[src/assert_macros.svh]
// assertion helpers for the rtl files
`ifndef ASSERT_MACROS_SVH
`define ASSERT_MACROS_SVH

`ifndef SYNTHESIS
`define ASSERT_PROP(lbl, clk, rstn, prop, msg) \
    lbl: assert property (@(posedge clk) disable iff (!rstn) (prop)) else $error(msg);
`define ASSERT_NEVER(lbl, clk, rstn, expr, msg) \
    lbl: assert property (@(posedge clk) disable iff (!rstn) !(expr)) else $error(msg);
`else
`define ASSERT_PROP(lbl, clk, rstn, prop, msg)
`define ASSERT_NEVER(lbl, clk, rstn, expr, msg)
`endif

`endif

[src/vtb_pkg.sv]
package vtb_pkg;

    localparam int NUM_SLOTS = 16;
    localparam int FILL_W    = $clog2(NUM_SLOTS + 1);
    localparam int PIN_W     = 4;
    localparam int TMO_W     = 32;
    localparam int MASK_W    = 16;
    localparam int FLAGS_W   = 16;
    localparam int USED_W    = 5;
    localparam int S_DATA_W  = 40;
    localparam int M_DATA_W  = 40;

    localparam logic OP_TICK = 1'b0;
    localparam logic OP_ADD  = 1'b1;

    // token walking down the row of cells during a tick
    typedef struct packed {
        logic              valid;
        logic [MASK_W-1:0] mask;
    } vtb_token_t;

    // slot setup broadcast on an add
    typedef struct packed {
        logic             load;
        logic [TMO_W-1:0] timeout;
        logic [PIN_W-1:0] pin;
        logic             repeat_mode;
    } vtb_load_t;

endpackage

[src/vtb_cell.sv]
module vtb_cell (
    input  logic               clk,
    input  logic               rst_n,
    input  vtb_pkg::vtb_load_t  load,
    input  vtb_pkg::vtb_token_t token_in,
    output vtb_pkg::vtb_token_t token_out,
    output logic               flag
);
    import vtb_pkg::*;

    logic [TMO_W-1:0]  timeout_reg;
    logic [TMO_W-1:0]  count_reg, count_next;
    logic [PIN_W-1:0]  pin_reg;
    logic              repeat_reg;
    logic              enable_reg, enable_next;
    logic              flag_reg, flag_next;
    logic              token_valid_reg;
    logic [MASK_W-1:0] token_mask_reg;
    vtb_token_t        token_next;
    logic              expire;

    assign expire = count_reg >= timeout_reg;

    always_comb
    begin
        count_next  = count_reg;
        enable_next = enable_reg;
        flag_next   = flag_reg;
        token_next  = token_in;
        if (load.load)
        begin
            count_next  = '0;
            enable_next = 1'b1;
            flag_next   = 1'b0;
        end
        else if (token_in.valid && enable_reg)
        begin
            if (expire)
            begin
                flag_next       = 1'b1;
                token_next.mask = token_in.mask ^ (MASK_W'(1) << pin_reg);
                if (repeat_reg)
                    count_next = '0;
                else
                    enable_next = 1'b0;
            end
            else
            begin
                count_next = count_reg + TMO_W'(1);
                flag_next  = 1'b0;
            end
        end
    end

    always_ff @(posedge clk or negedge rst_n)
    begin
        if (!rst_n)
        begin
            enable_reg      <= 1'b0;
            flag_reg        <= 1'b0;
            token_valid_reg <= 1'b0;
        end
        else
        begin
            enable_reg      <= enable_next;
            flag_reg        <= flag_next;
            token_valid_reg <= token_next.valid;
        end
    end

    always_ff @(posedge clk)
    begin
        token_mask_reg <= token_next.mask;
        count_reg      <= count_next;
        if (load.load)
        begin
            timeout_reg <= load.timeout;
            pin_reg     <= load.pin;
            repeat_reg  <= load.repeat_mode;
        end
    end

    assign token_out.valid = token_valid_reg;
    assign token_out.mask  = token_mask_reg;
    assign flag            = flag_reg;

endmodule

[src/virtual_timer_bank.sv]
// virtual_timer_bank: sixteen software timer slots held in a row of cells.
// input stream s_*: tuser = operation (0 tick, 1 add); tdata carries the
// timeout, pin and repeat mode of an add and is ignored on a tick.
// output stream m_*: one result beat per input beat, in order.
// an add beat writes the next free slot (or is refused when the bank is
// full); its result passes through the hold state to the output register.
// a tick beat sends a token down the row, one cell per cycle; each cell
// updates its slot and folds its pin toggle into the token. the result
// is taken from the token at the end of the row, then passes through the
// hold state to the output register.
// one item is in flight at a time; s_tready is high only while the row is
// free. a finished result sits in the output register; if the receiver
// stalls, a further finished result waits inside until that register drains.
// reset empties the bank, clears all flags and drops any pending beat.
module virtual_timer_bank (
    input  logic                         clk,
    input  logic                         rst_n,
    input  logic                         s_tvalid,
    output logic                         s_tready,
    // timeout_count[31:0], pin_number[35:32], repeat_mode[36], zero pad
    input  logic [vtb_pkg::S_DATA_W-1:0] s_tdata,
    // operation[0]
    input  logic                         s_tuser,
    output logic                         m_tvalid,
    input  logic                         m_tready,
    // toggle_mask[15:0], expired_flags[31:16], add_accepted[32],
    // slots_used[37:33], zero pad
    output logic [vtb_pkg::M_DATA_W-1:0] m_tdata
);
    import vtb_pkg::*;
    `include "assert_macros.svh"

    localparam logic [1:0] ST_IDLE = 2'd0;
    localparam logic [1:0] ST_WALK = 2'd1;
    localparam logic [1:0] ST_HOLD = 2'd2;

    logic [1:0]          state_reg, state_next;
    logic [FILL_W-1:0]   fill_reg, fill_next;
    logic [MASK_W-1:0]   mask_reg, mask_next;
    logic                acc_reg, acc_next;
    logic                m_tvalid_reg, m_tvalid_next;
    logic [M_DATA_W-1:0] m_tdata_reg, m_tdata_next;

    logic                s_beat, is_add, add_ok, out_free;
    vtb_token_t          chain [NUM_SLOTS+1];
    logic [NUM_SLOTS-1:0] cell_flag;
    logic [FLAGS_W-1:0]  flags;

    assign s_tready = state_reg == ST_IDLE;
    assign s_beat   = s_tvalid && s_tready;
    assign is_add   = s_tuser == OP_ADD;
    assign add_ok   = s_beat && is_add && (fill_reg < FILL_W'(NUM_SLOTS));
    assign out_free = !m_tvalid_reg || m_tready;

    assign chain[0].valid = s_beat && !is_add;
    assign chain[0].mask  = '0;

    genvar g;
    generate
        for (g = 0; g < NUM_SLOTS; g++)
        begin : g_cell
            vtb_load_t ld;
            assign ld.load        = add_ok && (fill_reg == FILL_W'(g));
            assign ld.timeout     = s_tdata[TMO_W-1:0];
            assign ld.pin         = s_tdata[TMO_W+PIN_W-1:TMO_W];
            assign ld.repeat_mode = s_tdata[TMO_W+PIN_W];
            vtb_cell u_cell (
                .clk      (clk),
                .rst_n    (rst_n),
                .load     (ld),
                .token_in (chain[g]),
                .token_out(chain[g+1]),
                .flag     (cell_flag[g])
            );
        end
        for (g = 0; g < FLAGS_W; g++)
        begin : g_flag
            if (g < NUM_SLOTS)
            begin : g_on
                assign flags[g] = cell_flag[g];
            end
            else
            begin : g_off
                assign flags[g] = 1'b0;
            end
        end
    endgenerate

    always_comb
    begin
        state_next    = state_reg;
        fill_next     = fill_reg;
        mask_next     = mask_reg;
        acc_next      = acc_reg;
        m_tvalid_next = m_tvalid_reg && !m_tready;
        m_tdata_next  = m_tdata_reg;
        unique case (state_reg)
            ST_IDLE:
            begin
                if (s_beat)
                begin
                    mask_next = '0;
                    acc_next  = add_ok;
                    if (add_ok)
                        fill_next = fill_reg + FILL_W'(1);
                    state_next = is_add ? ST_HOLD : ST_WALK;
                end
            end
            ST_WALK:
            begin
                if (chain[NUM_SLOTS].valid)
                begin
                    mask_next  = chain[NUM_SLOTS].mask;
                    state_next = ST_HOLD;
                end
            end
            ST_HOLD:
            begin
                if (out_free)
                begin
                    m_tvalid_next = 1'b1;
                    m_tdata_next  = {(M_DATA_W - MASK_W - FLAGS_W - 1 - USED_W)'(0),
                                     USED_W'(fill_reg), acc_reg, flags, mask_reg};
                    state_next    = ST_IDLE;
                end
            end
            default: state_next = ST_IDLE;
        endcase
    end

    always_ff @(posedge clk or negedge rst_n)
    begin
        if (!rst_n)
        begin
            state_reg    <= ST_IDLE;
            fill_reg     <= '0;
            m_tvalid_reg <= 1'b0;
        end
        else
        begin
            state_reg    <= state_next;
            fill_reg     <= fill_next;
            m_tvalid_reg <= m_tvalid_next;
        end
    end

    always_ff @(posedge clk)
    begin
        mask_reg    <= mask_next;
        acc_reg     <= acc_next;
        m_tdata_reg <= m_tdata_next;
    end

    assign m_tvalid = m_tvalid_reg;
    assign m_tdata  = m_tdata_reg;

    `ASSERT_NEVER(a_fill_bound, clk, rst_n, fill_reg > FILL_W'(NUM_SLOTS),
                  "fill level overflow")
    `ASSERT_PROP(a_tail_walk, clk, rst_n, chain[NUM_SLOTS].valid |-> state_reg == ST_WALK,
                 "token out of walk")
    `ASSERT_PROP(a_fill_step, clk, rst_n,
                 add_ok |=> fill_reg == $past(fill_reg) + FILL_W'(1),
                 "fill did not advance")
    `ASSERT_PROP(a_add_nomask, clk, rst_n,
                 m_tvalid && m_tdata[MASK_W+FLAGS_W] |-> m_tdata[MASK_W-1:0] == '0,
                 "add with toggles")

endmodule
[config.mk]
export PLATFORM = sky130hd
export DESIGN_NAME = virtual_timer_bank
export DESIGN_NICKNAME = d
export VERILOG_FILES = /design/src/vtb_pkg.sv /design/src/vtb_cell.sv /design/src/virtual_timer_bank.sv
export VERILOG_INCLUDE_DIRS = /design/src /design/src/src
export SDC_FILE = /design/constraint.sdc
export NUM_CORES = 2
export LEC_CHECK = 0
export BUFFER_PORTS_ARGS = -buffer_cell sky130_fd_sc_hd__buf_2
export CAP_MARGIN = 20
export CELL_PAD_IN_SITES_DETAIL_PLACEMENT = 0
export CELL_PAD_IN_SITES_GLOBAL_PLACEMENT = 2
export CORE_ASPECT_RATIO = 1.2
export CORE_MARGIN = 4
export CORE_UTILIZATION = 42
export DETAILED_ROUTE_END_ITERATION = 7
export PLACE_DENSITY_LB_ADDON = 0.1
export SETUP_SLACK_MARGIN = 0.05
export SLEW_MARGIN = 0
export SYNTH_ARGS = -nofsm -noshare
export SYNTH_HDL_FRONTEND = slang
export SYNTH_HIERARCHICAL = 1
export SYNTH_SLANG_ARGS = --single-unit
[constraint.sdc]
create_clock -name clk -period 6.7 [get_ports clk]
set_input_delay 0 -clock clk [delete_from_list [all_inputs] [get_ports clk]]
set_output_delay 0 -clock clk [all_outputs]
set_load 0.1 [all_outputs]
## Word level (Yosys, flattened, before mapping)

Cells that the tools add are included.

| operators by class | value |
|---|---|
| add/sub/neg operators | 17 |
| order comparisons | 17 |
| equality and inequality tests | 52 |
| shift-type cells | 16 |
| mux-type cells | 199 |
| bitwise logic cells | 17 |
| reductions and logical operators | 114 |

Operators with widths:

| operator | count |
|---|---|
| $mux 32 | 32 |
| $mux 16 | 47 |
| $add 32x1->32 const B | 16 |
| $ge 32x32->1 | 16 |
| $shl 1x4->16 const A | 16 |
| $xor 16x16->16 | 15 |
| $mux 1 | 114 |
| $reduce_bool 2->1 | 33 |
| $reduce_and 3->1 | 19 |
| $eq 5x4->1 const B | 8 |
| $logic_and 1x1->1 | 37 |
| $ne 2x1->1 const B | 18 |
| $reduce_and 2->1 | 18 |
| $ne 2x2->1 const B | 17 |
| $pmux 16 s2 | 1 |
| $eq 5x3->1 const B | 4 |
| $eq 5x2->1 const B | 2 |
| $mux 2 | 4 |
| $pmux 2 s3 | 1 |
| $add 5x1->5 const B | 1 |
| $eq 5x1->1 const B | 1 |
| $logic_not 5->1 | 1 |
| $lt 5x5->1 const B | 1 |
| $logic_not 1->1 | 3 |
| 6 further kinds | 7 |

| storage, ports and cells | value |
|---|---|
| bits in registers | 1471 |
| input port bits | 45 |
| output and inout port bits | 42 |
| logic and storage cells | 566 |

## Depth between registers and ports, before layout

| logic depth | value |
|---|---|
| depth in word-level cells | 7 |
| mapped depth | 11 |
| depth with buffers taken out | 8 |

## Hierarchy

The synthesis kept the hierarchy.

Modules (own cells, without submodules):

| module | times used | cells each | area an instance (um^2) | sequential area each (um^2) |
|---|---|---|---|---|
| vtb_cell | 16 | 471 | 4564.4 | 2147.1 |
| virtual_timer_bank | 1 | 147 | 2432.3 | 1851.8 |

## Worst setup path after synthesis

No wires, ideal clock.

| timing path | value |
|---|---|
| kind | reg2reg |
| from | register state_reg[1] |
| to | register g_cell[1].u_cell.count_reg[9] |
| setup time | 120 ps |
| data arrival time | 4913 ps |
| data required time | 6580 ps |
| path slack | 1668 ps |
| cell stages (with the launch flop) | 10 |
| path buffers | 2 |
| period minus slack after synthesis | 5032 ps |
| cells stage by stage | dfrtp_1 nor3b_2 buf_6 nand3_4 nor3_1 nor2_1 nand3_1 clkbuf_1 nor3_1 a211o_1 |

RTL lines:

| element | line | RTL |
|---|---|---|
| start: declaration | virtual_timer_bank.sv:37 | `logic [1:0] state_reg, state_next;` |
| start signal: assignment | virtual_timer_bank.sv:141 | `state_reg <= state_next;` |
| end signal: assignment | vtb_cell.sv:74 | `count_reg <= count_next;` |
| end: declaration | vtb_cell.sv:12 | `logic [TMO_W-1:0] count_reg, count_next;` |

==> metrics.md <==
| Metric | Value |
|---|---|
| WL met1 | `96.5 mm` |
| Met2 wire length | `between 100 and 150 mm` |
| Largest net degree at the start of global routing | `56` |
| Leak Pwr | `about 0.033 uW` |
| Clock-pin transition on the worst setup and hold timing paths | `0.06 ns` |
| CP Max Fanout | `42` |
| Slew headroom | `0.257` |
| Number of flops mapped to enable cells by yosys | `roughly 650` |
| Hold Fails Final Rpt | `0` |
| Seq pwr share | `0.487` |
| NetSw | `4580 uW` |
| Crit share post-route | `0.586` |
| Mapped Cells | `between 7k and 8k` |
| End of the critical path | `g_cell[2].u_cell/count_reg[14]$_SDFFE_PP0P_` |
| Fmax | `255 MHz` |
| Initial antenna violation count | `36` |
| WL/cell | `21.5 um` |
| Antenna viol nets, final | `0` |
| Top cells by area, synth | `edfxtp_1 (26%), dfxtp_1 (20%), ha_1 (8.9%), a221o_1 (3.4%), nand2_1 (3.2%)` |
| 1st-iter DRT viols | `4248` |
| Final HPWL DP | `140 mm` |
| Distinct cells, synth | `approximately 60` |
| FF-to-FF path depth | `8` |
| Die width | `395 um` |
| Synth area leader | `edfxtp_1` |
| DRT Pass-1 Iters | `5` |
| Row Count | `170` |
| # IOs | `87` |
| Crit. End Element | `flip-flop` |
| CP required | `7.38 ns` |
| Final setup TNS | `0 ns` |
| RSZ-0062 raised after global routing | `false` |
| First-pass GRT wire length | `336 mm` |
| Mapped Area | `0.0755 mm2` |
| Routability cong. | `0.809` |
| Clock latency on the worst-skew pair | `about 0.81 ns` |
| Outcome | `completed` |
| Fin worst setup slack | `2.77 ns` |
| Final nets | `8398` |
| Clock sinks | `1471` |
| Main flop type after synthesis | `dfxtp_1` |
| P_int | `15300 uW` |
| Skew final | `0.0365 ns` |
| Worst Hold Class | `input port to flip-flop` |
| Via count | `a little under 60k` |
| Max-slew violations | `0` |
| Final Setup Violations | `0` |
| Worst R2R Start | `state_reg[1]$_DFFE_PN0P_` |
| Post-synthesis sequential area ratio | `0.480` |
| Vias in the first global route | `55.3k` |
| I/O Buffers | `81` |
| Setup WS pre-CTS | `2.74 ns` |
| Layout cell share with drive strength beyond 1 | `0.0838` |
| Number of synthesized register bits | `1471` |
| Max cap viols | `0` |
| Critical path class | `flip-flop to flip-flop` |
| Core box area | `0.179 mm2` |
| Die Ht | `472 um` |
| Starting Density | `0.422` |
| Worst EP arrival | `approximately 4.6 ns` |
| YS warnings | `6` |
| Post-synth top area share | `0.257` |
| R2r endpoint | `g_cell[2].u_cell/count_reg[14]$_SDFFE_PP0P_` |
| Post_cts resized | `0` |
| Uppermost layer routed | `met4` |
| Logic pwr share | `0.042` |
| Post-synth ARST share | `0.0381` |
| DRT Wirelength | `around 220 mm` |
| Slew of the pin with the lowest slew margin | `1.11 ns` |
| Sw Share | `0.230` |
| Vias per cell | `5.65` |
| Die ar. | `0.187 mm2` |
| Min Clock Period, post-route | `3.93 ns` |
| Power per cell area | `235 mW/mm2` |
| Area Overhead vs Synth | `12.2%` |
| Reg2reg setup slack | `roughly 2.8 ns` |
| H-Tree Depth | `4` |
| GRT Residual Overflow | `0` |
| Max Root-Sink Buffers | `3` |
| Global Route Usage Sum | `0.234` |
| CTS tree | `built` |
| DRC viols | `0` |
| Total power | `slightly below 20000 uW` |
| Root Buffer | `clkbuf_16` |
| Clock network power share | `0.471` |
| Worst Setup SP | `state_reg[1]$_DFFE_PN0P_` |
| Wire length on met3 | `11.5 mm` |
| Synthesized area per cell | `between 9 and 10 um2` |
| Peak VDD IR | `0.000190 V` |
| CP startpoint kind | `flip-flop` |
| CTS buffer count | `~160` |
worst min path at each step:
| stage | slack, ns | end | depth (start not counted) | from |
|---|---|---|---|---|
| after detailed placement | -0.06 | g_cell[4].u_cell/flag$_DFFE_PN0P_ | 1 | rst_n |
| final | 0.20 | m_tvalid$_DFF_PN0_ | 4 | m_tready |
| after floorplan | -0.30 | fill_reg[0]$_DFFE_PN0P_ | 0 | rst_n |
| after CTS | 0.14 | m_tvalid$_DFF_PN0_ | 4 | m_tready |
| after global routing | 0.18 | g_cell[0].u_cell/token_valid_reg$_DFF_PN0_ | 3 | s_tuser |
| after global placement | -0.07 | g_cell[4].u_cell/flag$_DFFE_PN0P_ | 1 | rst_n |
layout by cell type, fill, tap and decap left out, types with 32 or more instances in the layout:
master         instances
ha_1                 534
nor2_1               585
a21o_1                32
nor4b_1               96
nand2_1              643
dfrtp_1               56
a221o_1              256
o21a_1                32
nor3_1               448
or2_2                 32
or4_1                 48
a22o_1                96
and2_1                48
a211o_1               80
nor4_1               192
or3b_2                48
a21oi_1              193
buf_2                 88
nor2b_1               35
or3_1                 64
edfxtp_1             647
dlygate4sd3_1         44
buf_4                101
nand3_1              371
clkbuf_1              38
o21ai_0              434
xor2_1                64
inv_1                596
nand3b_1              64
mux2i_1               33
clkbuf_16            175
xnor2_1              275
nand4_1              256
diode_2               50
o211ai_1              64
dfxtp_1              768
routing by layer:
| layer | GRT usage | vias to the layer above |
|---|---|---|
| met5 | 0 | - |
| met4 | 0.0850 | 0 |
| met3 | 0.0277 | 289 |
| met2 | 0.399 | 1359 |
| met1 | 0.306 | 28100 |
| li1 | - | 28700 |
critical path: stages, from the launching register on:
cell	delay, ns
dfrtp_1	0.44
nor3b_2	0.20
buf_4	0.24
nand3_2	0.31
nor3_4	0.78
buf_4	0.57
a21oi_1	0.17
o21a_1	0.53
a221o_1	0.51
repair_timing:
action,4_1_cts,5_1_grt
setup buffers,0,0
hold endpoints to repair,689,0
hold buffers,45,0
Yosys cell counts, drive strengths merged (80+ instances only):
library cell / instances
dfxtp: 768
edfxtp: 647
nand2: 643
nor2: 607
inv: 596
ha: 534
nor3: 452
o21ai: 450
nand3: 375
xnor2: 275
a221o: 256
nand4: 256
a21oi: 209
nor4: 192
clkbuf: 178
buf: 117
a22o: 96
nor4b: 96
a211o: 80
stage by stage:
step                      cell area [um2]  instances  hold WS, ns  utilization
after CTS                           84200      10300        0.138        0.471
after floorplan                     75500       7700       -0.296            -
final                               84600      10300        0.196        0.474
after global placement              78100       9908      -0.0681        0.437
after detailed placement            78200       9911      -0.0639        0.437
after global routing                84500      10300        0.182        0.473
power by group through the flow:
| stage | registers [uW] | logic [uW] | clock network [uW] |
|---|---|---|---|
| after detailed placement | 9870 | 829 | 0 |
| after global routing | 9690 | 876 | 9990 |
| after global placement | 9870 | 824 | 0 |
| after CTS | 9680 | 858 | 9640 |
| after floorplan | 10100 | 231 | 0 |
| final | 9670 | 840 | 9360 |
kinds of logic (layout without fill, tap and decap cells):
group | after synthesis | in the layout | share of synthesized area
AND/OR/NAND/NOR | 3066 | 3066 | 0.208
flip-flops | 1471 | 1471 | 0.480
AO/OA/AOI/OAI | 1332 | 1332 | 0.126
buffers and inverters | 891 | 1154 | 0.0510
adder cells (fa/ha/maj) | 534 | 534 | 0.0885
XOR/XNOR | 339 | 339 | 0.0393
multiplexers | 49 | 49 | 0.00676
other | 1 | 68 | 0.0000497
area by class of cell:
class	instances	area, um2
Clock inverter	79	837
Tap cell	2322	2910
Fill cell	16900	94000
Sequential cell	1471	36200
Antenna cell	50	125
Multi-Input combinational cell	5338	35600
Timing Repair Buffer	248	1930
Clock buffer	231	4770
Inverter	596	2240
(Power assumes the default switching activity.)
